`config.mk`:
```
export PLATFORM = sky130hd
export DESIGN_NAME = pressure_trend_window_tracker
export DESIGN_NICKNAME = d
export VERILOG_FILES = /design/src/sv/ptwt_pkg.sv /design/src/sv/ptwt_div.sv /design/src/sv/pressure_trend_window_tracker.sv
export SDC_FILE = /design/constraint.sdc
export NUM_CORES = 2
export LEC_CHECK = 0
export BUFFER_PORTS_ARGS = -buffer_cell sky130_fd_sc_hd__buf_2
export CAP_MARGIN = 20
export CORE_UTILIZATION = 64
export CTS_CLUSTER_DIAMETER = 100
export DETAILED_ROUTE_END_ITERATION = 10
export PLACE_DENSITY = 0.78
export SETUP_SLACK_MARGIN = 0.4
export SLEW_MARGIN = 0
export SYNTH_ARGS = -nofsm -noshare
export SYNTH_HDL_FRONTEND = slang
export SYNTH_SLANG_ARGS = --single-unit
```
`constraint.sdc`:
```
create_clock -name clk_i -period 10.6 [get_ports clk_i]
set_input_delay 3.18 -clock clk_i [delete_from_list [all_inputs] [get_ports clk_i]]
set_output_delay 3.18 -clock clk_i [all_outputs]
set_load 0.05 [all_outputs]
```
`src/sv/ptwt_pkg.sv`:
```
`timescale 1ns / 1ps
// Shared types and constants for the pressure trend window tracker.
// No dependencies; imported by ptwt_div, pressure_trend_window_tracker and tb_top.
package ptwt_pkg;

  localparam int unsigned TIME_W   = 32;
  localparam int unsigned PRES_W   = 18;
  localparam int unsigned IVL_W    = 27;
  localparam int unsigned MINS_W   = 5;
  localparam int unsigned TREND_W  = 22;
  localparam int unsigned WMIN_W   = 17;
  localparam int unsigned CFG_AW   = 2;

  // Divider geometry: dividend is |dp| * 3 h in ms (18 x 24 bits).
  localparam int unsigned DVD_W    = 42;
  localparam int unsigned DVS_W    = 32;

  localparam logic [23:0]        MS_THREE_HOURS = 24'd10800000;
  localparam logic [DVS_W-1:0]   MS_PER_MINUTE  = 32'd60000;
  localparam logic [DVD_W-1:0]   TREND_LIMIT    = 42'd1572858;

  // Minutes by reciprocal: 60000 = 32 * 1875, and for n < 2^27
  // floor(n / 1875) = (n * MIN_RECIP) >> MIN_SHIFT
  localparam int unsigned MIN_PRE_SH  = 5;
  localparam int unsigned MIN_RECIP_W = 28;
  localparam int unsigned MIN_SHIFT   = 38;
  localparam int unsigned MIN_PROD_W  = TIME_W - MIN_PRE_SH + MIN_RECIP_W;
  localparam logic [MIN_RECIP_W-1:0] MIN_RECIP = 28'd146601551;

  localparam logic [IVL_W-1:0]   RST_SAMPLE_INTERVAL = 27'd600000;
  localparam logic [IVL_W-1:0]   RST_MIN_WINDOW      = 27'd1800000;
  localparam logic [MINS_W-1:0]  RST_MIN_SAMPLES     = 5'd4;

  // Register indexes on the configuration port
  localparam logic [CFG_AW-1:0]  REG_SAMPLE_INTERVAL = 2'd0;
  localparam logic [CFG_AW-1:0]  REG_MIN_WINDOW      = 2'd1;
  localparam logic [CFG_AW-1:0]  REG_MIN_SAMPLES     = 2'd2;

  // One ring entry
  typedef struct packed {
    logic [TIME_W-1:0] t_ms;
    logic [PRES_W-1:0] pres;
    logic              ok;
  } entry_t;

  typedef struct packed {
    logic              start;
    logic [DVD_W-1:0]  dividend;
    logic [DVS_W-1:0]  divisor;
  } div_req_t;

  typedef struct packed {
    logic              done;
    logic [DVD_W-1:0]  quotient;
  } div_rsp_t;

endpackage

```
`src/sv/ptwt_div.sv`:
```
`timescale 1ns / 1ps
// Serial restoring divider, two quotient bits per cycle.
// Depends on ptwt_pkg for widths and the request/response structs.
module ptwt_div
  import ptwt_pkg::*;
(
  input  logic     clk_i,
  input  logic     rst_ni,
  input  div_req_t req_i,
  output div_rsp_t rsp_o
);

  localparam int unsigned STEPS = DVD_W / 2;
  localparam int unsigned CNT_W = $clog2(STEPS + 1);

  logic [DVS_W-1:0] rem_q, rem_d;
  logic [DVD_W-1:0] dvd_q, dvd_d;
  logic [DVS_W-1:0] dvs_q;
  logic [CNT_W-1:0] cnt_q;
  logic             busy_q, done_q;

  logic [DVS_W:0]   sh_a, sh_b;
  logic [DVS_W-1:0] rem_a;
  logic [DVD_W-1:0] dvd_a;
  logic             qa, qb;

  // two dependent restoring steps
  always_comb begin
    sh_a  = {rem_q, dvd_q[DVD_W-1]};
    qa    = (sh_a >= {1'b0, dvs_q});
    rem_a = qa ? DVS_W'(sh_a - {1'b0, dvs_q}) : sh_a[DVS_W-1:0];
    dvd_a = {dvd_q[DVD_W-2:0], qa};
    sh_b  = {rem_a, dvd_a[DVD_W-1]};
    qb    = (sh_b >= {1'b0, dvs_q});
    rem_d = qb ? DVS_W'(sh_b - {1'b0, dvs_q}) : sh_b[DVS_W-1:0];
    dvd_d = {dvd_a[DVD_W-2:0], qb};
  end

  always_ff @(posedge clk_i or negedge rst_ni) begin
    if (!rst_ni) begin
      busy_q <= 1'b0;
      done_q <= 1'b0;
      cnt_q  <= '0;
    end else if (req_i.start) begin
      busy_q <= 1'b1;
      done_q <= 1'b0;
      cnt_q  <= CNT_W'(STEPS);
    end else if (busy_q) begin
      cnt_q <= cnt_q - 1'b1;
      if (cnt_q == CNT_W'(1)) begin
        busy_q <= 1'b0;
        done_q <= 1'b1;
      end
    end else begin
      done_q <= 1'b0;
    end
  end

  always_ff @(posedge clk_i) begin
    if (req_i.start) begin
      rem_q <= '0;
      dvd_q <= req_i.dividend;
      dvs_q <= req_i.divisor;
    end else if (busy_q) begin
      rem_q <= rem_d;
      dvd_q <= dvd_d;
    end
  end

  assign rsp_o.done     = done_q;
  assign rsp_o.quotient = dvd_q;

endmodule

```
`src/sv/pressure_trend_window_tracker.sv`:
```
`timescale 1ns / 1ps
// Top level of the three-hour pressure tendency tracker: ring memory, sequencer, output register.
// Depends on ptwt_pkg and ptwt_div.

// Takes timestamped pressure readings (0.01 hPa) one item at a time. The first reading after
// reset is always taken; after that a reading is taken only once sample_interval_ms has passed
// since the last taken one (32-bit wrap-safe time). A rejected reading gives no result and the
// block is ready again in the next cycle. A taken reading is written into a ring of RING_DEPTH
// entries and produces exactly one result item comparing it with the oldest stored entry: the
// change scaled to three hours (truncated toward zero, saturating at +/-1572858) and the span in
// whole minutes, or tendency_valid_o low with zero fields when there are too few samples, the
// span is zero or shorter than min_window_ms, or either end is flagged not ok. A reading that
// yields a valid trend holds in_ready_o low through the write, read, check, divide-start,
// divide and finish steps, with one pass through the 2-bit-per-cycle divider; the minutes come
// from a reciprocal multiply alongside. An invalid trend holds in_ready_o low through write,
// read, check and finish steps. The result sits in an output register, so the next reading is
// taken while a result still waits for out_ready_i; a second result stalls in the finish step
// until that register frees. Configuration is a plain write port and is to be written only
// while the block is idle. The ring needs no clearing after reset: only entries written since
// reset are ever read.
module pressure_trend_window_tracker
  import ptwt_pkg::*;
#(
  parameter int unsigned RING_DEPTH = 20
) (
  input  logic                      clk_i,
  input  logic                      rst_ni,
  // configuration
  input  logic                      cfg_we_i,
  input  logic [CFG_AW-1:0]         cfg_addr_i,
  input  logic [IVL_W-1:0]          cfg_wdata_i,
  // input items
  input  logic                      in_valid_i,
  output logic                      in_ready_o,
  input  logic [TIME_W-1:0]         sample_time_ms_i,
  input  logic [PRES_W-1:0]         pressure_centi_hpa_i,
  input  logic                      pressure_ok_i,
  // result items
  output logic                      out_valid_o,
  input  logic                      out_ready_i,
  output logic                      tendency_valid_o,
  output logic signed [TREND_W-1:0] trend_centi_hpa_3h_o,
  output logic [WMIN_W-1:0]         window_minutes_o
);

  localparam int unsigned IW = (RING_DEPTH > 1) ? $clog2(RING_DEPTH) : 1;
  localparam int unsigned FW = $clog2(RING_DEPTH + 1);
  localparam int unsigned CW = (FW > MINS_W) ? FW : MINS_W;

  typedef enum logic [6:0] {
    ST_IDLE    = 7'b0000001,
    ST_WRITE   = 7'b0000010,
    ST_READ    = 7'b0000100,
    ST_CHECK   = 7'b0001000,
    ST_DIVT_GO = 7'b0010000,
    ST_DIVT    = 7'b0100000,
    ST_FINISH  = 7'b1000000
  } state_e;

  state_e state_q, state_d;

  // configuration registers
  logic [IVL_W-1:0]  interval_q, min_window_q;
  logic [MINS_W-1:0] min_samples_q;

  // ring control
  logic [IW-1:0]     head_q;
  logic [FW-1:0]     fill_q;
  logic [TIME_W-1:0] last_accept_q;
  logic              started_q;

  // ring storage, no reset
  entry_t            ring_mem [RING_DEPTH];
  entry_t            cur_q, old_q;
  logic [IW-1:0]     old_idx;
  logic [FW-1:0]     head_ext;

  // working values
  logic [TIME_W-1:0] window, window_q;
  logic [DVD_W-1:0]  prod_q;
  logic              neg_q;
  logic [PRES_W-1:0] mag;
  logic              trend_ok;
  logic [MIN_PROD_W-1:0] mins_prod;

  // result held until the output register is free
  logic                      res_valid_q;
  logic [TREND_W-1:0]        res_trend_q;
  logic [WMIN_W-1:0]         res_mins_q;
  logic [TREND_W-1:0]        trend_mag;

  logic                      out_valid_q, out_tv_q;
  logic [TREND_W-1:0]        out_trend_q;
  logic [WMIN_W-1:0]         out_mins_q;

  logic     in_acc, take, out_free;
  div_req_t div_req;
  div_rsp_t div_rsp;

  assign in_ready_o = (state_q == ST_IDLE);
  assign in_acc     = in_valid_i && in_ready_o;
  assign take       = !started_q ||
                      ((sample_time_ms_i - last_accept_q) >= TIME_W'(interval_q));
  assign out_free   = !out_valid_q || out_ready_i;

  // oldest entry after this write: (head - fill) mod depth
  assign head_ext = FW'(head_q);
  assign old_idx  = (head_ext >= fill_q) ? IW'(head_ext - fill_q)
                                         : IW'(head_ext + FW'(RING_DEPTH) - fill_q);

  // trend checks, newest entry is the current reading
  assign window   = cur_q.t_ms - old_q.t_ms;
  assign trend_ok = (CW'(fill_q) >= CW'(min_samples_q)) &&
                    (window != '0) && (window >= TIME_W'(min_window_q)) &&
                    old_q.ok && cur_q.ok;
  assign mag      = (cur_q.pres < old_q.pres) ? (old_q.pres - cur_q.pres)
                                              : (cur_q.pres - old_q.pres);

  // span in minutes: drop the factor 32 of 60000, then multiply by the reciprocal of 1875
  assign mins_prod = MIN_PROD_W'(window_q[TIME_W-1:MIN_PRE_SH]) * MIN_PROD_W'(MIN_RECIP);

  // saturate the quotient
  assign trend_mag = (div_rsp.quotient > TREND_LIMIT) ? TREND_W'(TREND_LIMIT)
                                                      : TREND_W'(div_rsp.quotient);

  always_comb begin
    div_req.start    = 1'b0;
    div_req.dividend = prod_q;
    div_req.divisor  = window_q;
    case (state_q)
      ST_DIVT_GO: div_req.start = 1'b1;
      default:    div_req.start = 1'b0;
    endcase
  end

  ptwt_div u_div (
    .clk_i  (clk_i),
    .rst_ni (rst_ni),
    .req_i  (div_req),
    .rsp_o  (div_rsp)
  );

  // sequencer
  always_comb begin
    state_d = state_q;
    case (state_q)
      ST_IDLE:    if (in_acc && take) state_d = ST_WRITE;
      ST_WRITE:   state_d = ST_READ;
      ST_READ:    state_d = ST_CHECK;
      ST_CHECK:   state_d = trend_ok ? ST_DIVT_GO : ST_FINISH;
      ST_DIVT_GO: state_d = ST_DIVT;
      ST_DIVT:    if (div_rsp.done) state_d = ST_FINISH;
      ST_FINISH:  if (out_free) state_d = ST_IDLE;
      default:    state_d = ST_IDLE;
    endcase
  end

  always_ff @(posedge clk_i or negedge rst_ni) begin
    if (!rst_ni) begin
      state_q <= ST_IDLE;
    end else begin
      state_q <= state_d;
    end
  end

  // configuration writes
  always_ff @(posedge clk_i or negedge rst_ni) begin
    if (!rst_ni) begin
      interval_q    <= RST_SAMPLE_INTERVAL;
      min_window_q  <= RST_MIN_WINDOW;
      min_samples_q <= RST_MIN_SAMPLES;
    end else if (cfg_we_i) begin
      case (cfg_addr_i)
        REG_SAMPLE_INTERVAL: interval_q    <= cfg_wdata_i;
        REG_MIN_WINDOW:      min_window_q  <= cfg_wdata_i;
        REG_MIN_SAMPLES:     min_samples_q <= cfg_wdata_i[MINS_W-1:0];
        default:             ;
      endcase
    end
  end

  // acceptance gate and ring pointers
  always_ff @(posedge clk_i or negedge rst_ni) begin
    if (!rst_ni) begin
      started_q     <= 1'b0;
      last_accept_q <= '0;
      head_q        <= '0;
      fill_q        <= '0;
    end else begin
      if (in_acc && take) begin
        started_q     <= 1'b1;
        last_accept_q <= sample_time_ms_i;
      end
      if (state_q == ST_WRITE) begin
        head_q <= (head_q == IW'(RING_DEPTH - 1)) ? '0 : head_q + 1'b1;
        if (fill_q != FW'(RING_DEPTH)) fill_q <= fill_q + 1'b1;
      end
    end
  end

  // ring memory: one write, one registered read
  always_ff @(posedge clk_i) begin
    if (in_acc) begin
      cur_q <= '{t_ms: sample_time_ms_i, pres: pressure_centi_hpa_i, ok: pressure_ok_i};
    end
    if (state_q == ST_WRITE) ring_mem[head_q] <= cur_q;
    if (state_q == ST_READ)  old_q <= ring_mem[old_idx];
  end

  // working registers and result
  always_ff @(posedge clk_i) begin
    if (state_q == ST_CHECK) begin
      window_q    <= window;
      neg_q       <= (cur_q.pres < old_q.pres);
      prod_q      <= DVD_W'(mag) * DVD_W'(MS_THREE_HOURS);
      res_valid_q <= trend_ok;
      res_trend_q <= '0;
      res_mins_q  <= '0;
    end
    if (state_q == ST_DIVT_GO) begin
      res_mins_q <= mins_prod[MIN_SHIFT +: WMIN_W];
    end
    if (state_q == ST_DIVT && div_rsp.done) begin
      res_trend_q <= neg_q ? TREND_W'(-trend_mag) : trend_mag;
    end
  end

  // output register
  always_ff @(posedge clk_i or negedge rst_ni) begin
    if (!rst_ni) begin
      out_valid_q <= 1'b0;
    end else if (state_q == ST_FINISH && out_free) begin
      out_valid_q <= 1'b1;
    end else if (out_ready_i) begin
      out_valid_q <= 1'b0;
    end
  end

  always_ff @(posedge clk_i) begin
    if (state_q == ST_FINISH && out_free) begin
      out_tv_q    <= res_valid_q;
      out_trend_q <= res_trend_q;
      out_mins_q  <= res_mins_q;
    end
  end

  assign out_valid_o          = out_valid_q;
  assign tendency_valid_o     = out_tv_q;
  assign trend_centi_hpa_3h_o = signed'(out_trend_q);
  assign window_minutes_o     = out_mins_q;

  // checks
  a_ring_bounds : assert property (@(posedge clk_i) disable iff (!rst_ni)
    (head_q < IW'(RING_DEPTH)) && (fill_q <= FW'(RING_DEPTH)))
    else $error("ring pointer out of range");

  a_invalid_zero : assert property (@(posedge clk_i) disable iff (!rst_ni)
    (out_valid_o && !tendency_valid_o) |-> (out_trend_q == '0) && (window_minutes_o == '0))
    else $error("invalid trend carries nonzero fields");

  a_trend_limit : assert property (@(posedge clk_i) disable iff (!rst_ni)
    (out_valid_o && tendency_valid_o) |->
      (trend_centi_hpa_3h_o <= signed'(TREND_W'(TREND_LIMIT))) &&
      (trend_centi_hpa_3h_o >= -signed'(TREND_W'(TREND_LIMIT))))
    else $error("trend beyond saturation limit");

  a_div_done_state : assert property (@(posedge clk_i) disable iff (!rst_ni)
    div_rsp.done |-> (state_q == ST_DIVT))
    else $error("divider finished outside the divide state");

  a_reject_stays_idle : assert property (@(posedge clk_i) disable iff (!rst_ni)
    (in_acc && !take) |=> (state_q == ST_IDLE) && $stable(head_q) && $stable(fill_q))
    else $error("rejected reading changed the ring");

endmodule

```
==> key figures <==
Status
  • Outcome: completed

STA
  • Final period util: 0.883
  • Crit path time final: between 9000 and 10000 ps
  • Clk_skew: 69.1 ps
  • Max transition margin: 0.164
  • Setup tns final: 0 ps
  • Final setup fails: 0
  • Final Max Slew Viols: 0
  • RSZ-0062 raised after global routing: no
  • Worst-Margin Slew: 1250 ps
  • Fmax: around 110 MHz
  • Fin. Hold Viols: 0

Hold path
  • Worst Hold Depth: 0
  • Hold path startpoint: res_trend_q[5]
  • Hold EP: trend_centi_hpa_3h_o[5]
  • HP Class: register to register

Setup path
  • Worst r2r src: cur_q[3]
  • CP endpoint kind: register
  • CP max FO: 17
  • CP arrival: 9880 ps
  • Req. time, crit path: 11120 ps
  • Reg-to-reg slack, setup: 1240 ps
  • Worst Setup SP: cur_q[3]
  • Worst path slowest cell: edfxtp_1
  • Reg2reg end: prod_q[40]
  • CP most frequent cell: a21oi_1
  • Kind of critical path: register to register
  • FF-to-FF path depth: 30
  • Critical path launch point type: register
  • Crit path largest cell delay: 600 ps

Clock network
  • Clock sinks: 1493
  • Worst skew pair latency: 820 ps
  • Clock transition at path regs: about 60 ps
  • CTS HTree Levels: 4
  • CTS root buffer: clkbuf_16
  • CTS tree: yes
  • Hold_buf cts: 0
  • CTS Buffer Depth: 3
  • Total CTS buffers: 151

Finish
  • Area growth, synth to finish: 9.76%
  • Share of cells above drive strength 1: 0.149
  • Final #Nets: 7306

Drt
  • Via total after detailed routing: 51.0k
  • Residual DRC count: 0
  • Initial DRC Count: 5772
  • Antenna-violating nets left: 0
  • Via density per instance: ~6.3
  • Detailed Routing Iterations Pass 1: 6
  • Wire length after detailed routing: roughly 220000 µm
  • DR WL/cell: 26.8 µm

Place
  • GP Congestion: 0.983
  • Port Buf Inserts: 126
  • DP HPWL: 137000 µm

Logic synthesis
  • Ys async rst share: 0.0784
  • Synth Cell Area: 83900 µm²
  • Ys flop type: edfxtp_1
  • EDFF count, synth: 1344
  • Synthesized flop and latch total: around 1.5k
  • Register area share after synthesis: 0.524
  • Synth warn: 0
  • Unique masters post-synth: 88
  • Avg Synthesized Cell Area: ~14 µm²
  • Syn Nets: between 7k and 8k
  • Syn Inst Count: 5959

Die
  • Core box area: 130000 µm²
  • Die H: 364 µm
  • Row count: 132
  • I/O Pins: 127
  • Die Area: 133000 µm²
  • Initial Util: 0.646
  • DIE WIDTH: ~360 µm

Global route
  • Antenna violations before repair: 16
  • Largest net degree at the start of global routing: between 100 and 150
  • First-pass GRT wire length: roughly 320000 µm
  • GRT Util Overall: 0.330
  • Vias in the first global route: 51.7k
  • GRT overflow: 0

Job
  • # Max-Cap Violations: 0
## cells in the mapped netlist, types with 8 or more instances
cell	instances	area share
a211o_1	10	0.0010
a211oi_1	39	0.0035
a21boi_0	10	0.00089
a21o_1	119	0.011
a21oi_1	243	0.014
a221oi_1	8	0.00084
a31oi_1	23	0.0017
and2_1	21	0.0016
and3_1	22	0.0016
buf_1	10	0.00045
clkbuf_1	135	0.0060
dfrtp_1	96	0.029
dfstp_2	21	0.0066
dfxtp_1	32	0.0076
edfxtp_1	1344	0.48
fa_1	400	0.095
ha_1	649	0.097
inv_1	875	0.039
mux2_2	97	0.013
mux2_4	20	0.0036
mux2i_1	26	0.0031
mux4_2	306	0.082
nand2_1	329	0.015
nand2b_1	37	0.0028
nand3_1	48	0.0029
nand3b_1	9	0.00081
nand4_1	37	0.0028
nor2_1	210	0.0094
nor2b_1	29	0.0022
nor3_1	54	0.0032
nor3b_1	10	0.00089
nor4_1	18	0.0013
o211ai_1	28	0.0025
o21a_1	43	0.0038
o21ai_0	195	0.012
o21bai_1	23	0.0021
o31ai_1	22	0.0020
or2_2	18	0.0013
or3_1	15	0.0011
or4_1	8	0.00072
xnor2_1	114	0.012
xor2_1	70	0.0073
## layout make-up
cell class | instances | area [µm²]
timing repair buffer | 211 | 1390
fill | 8381 | 37700
sequential | 1493 | 44000
clock buffer | 189 | 3960
tap | 1742 | 2180
clock inverter | 88 | 986
antenna | 9 | 22.5
inverter | 876 | 3290
multi-input combinational | 3439 | 36300
## logic make-up (layout without fill, tap and decap cells)
kind of cell,count (synthesis),count (layout),synth area share
other,0,9,0
adder cells (fa/ha/maj),1049,1049,0.192
AO/OA/AOI/OAI,867,867,0.0665
buffers and inverters,1027,1364,0.0463
multiplexers,454,454,0.103
AND/OR/NAND/NOR,885,885,0.0494
flip-flops,1493,1493,0.524
XOR/XNOR,184,184,0.0192
## state kept, by name (all words and copies together), names as in the netlist, 22 cells and up
signal / cells
cur_q: 51
interval_q: 27
last_accept_q: 32
min_window_q: 27
old_q: 51
prod_q: 35
res_trend_q: 22
ring_mem: 1020
trend_centi_hpa_3h_o: 22
u_div.dvd_q: 42
u_div.dvs_q: 32
u_div.rem_q: 32
window_q: 32
## worst max-delay path, delay by kind of cell, from the launching register on
kind	cells	cell delay [ps]
xor gates and xnor gates	2	460
and+or+nand+nor	2	440
AOI/OAI and AO/OA	14	3430
adders and majority gates	8	3680
DFF	1	600
buffers and inverters	4	480
## cells in the final DEF (no fill, tap or decap), drive strengths merged, types with 96 or more instances in the layout
cell / count
ha: 649
a21oi: 244
nand2: 329
clkbuf: 190
buf: 210
edfxtp: 1344
xnor2: 114
mux2: 122
dfrtp: 96
nor2: 211
o21ai: 202
mux4: 306
fa: 400
a21o: 119
inv: 884
## timing repair
item,in CTS,in global routing
setup buffers,0,4
endpoints found under the setup margin,0,4
endpoints found under the hold margin,0,0
gates resized for setup,0,3
## stage by stage
step                      setup WS (ps)  hold slack, ps  cell area, µm²  std cells  utilization
after global routing                574             419           92100       8042        0.709
after floorplan                    1550             400           83900       5959            -
after global placement              876             401           86900       7751        0.670
final                              1240             417           92100       8047        0.709
after detailed placement            718             405           87000       7752        0.670
after CTS                           670             418           91900       8029        0.708
## how the worst max path moves through the flow
| stage | to |
|---|---|
| detailed placement | prod_q[40] |
| finish | prod_q[40] |
| global placement | prod_q[40] |
| CTS | prod_q[40] |
| global route | prod_q[40] |
| floorplan | prod_q[40] |
## metal layers
metal | GRT usage | part of all wire | vias up
met5 | 0 | 0.00022 | -
li1 | - | - | 22100
met3 | 0.0656 | 0.099 | 508
met1 | 0.447 | 0.39 | 25600
met2 | 0.532 | 0.48 | 2817
met4 | 0.127 | 0.039 | 8
Power is not shown: default switching activity piles up to over one toggle a cycle in this logic, so the estimate is an artifact.
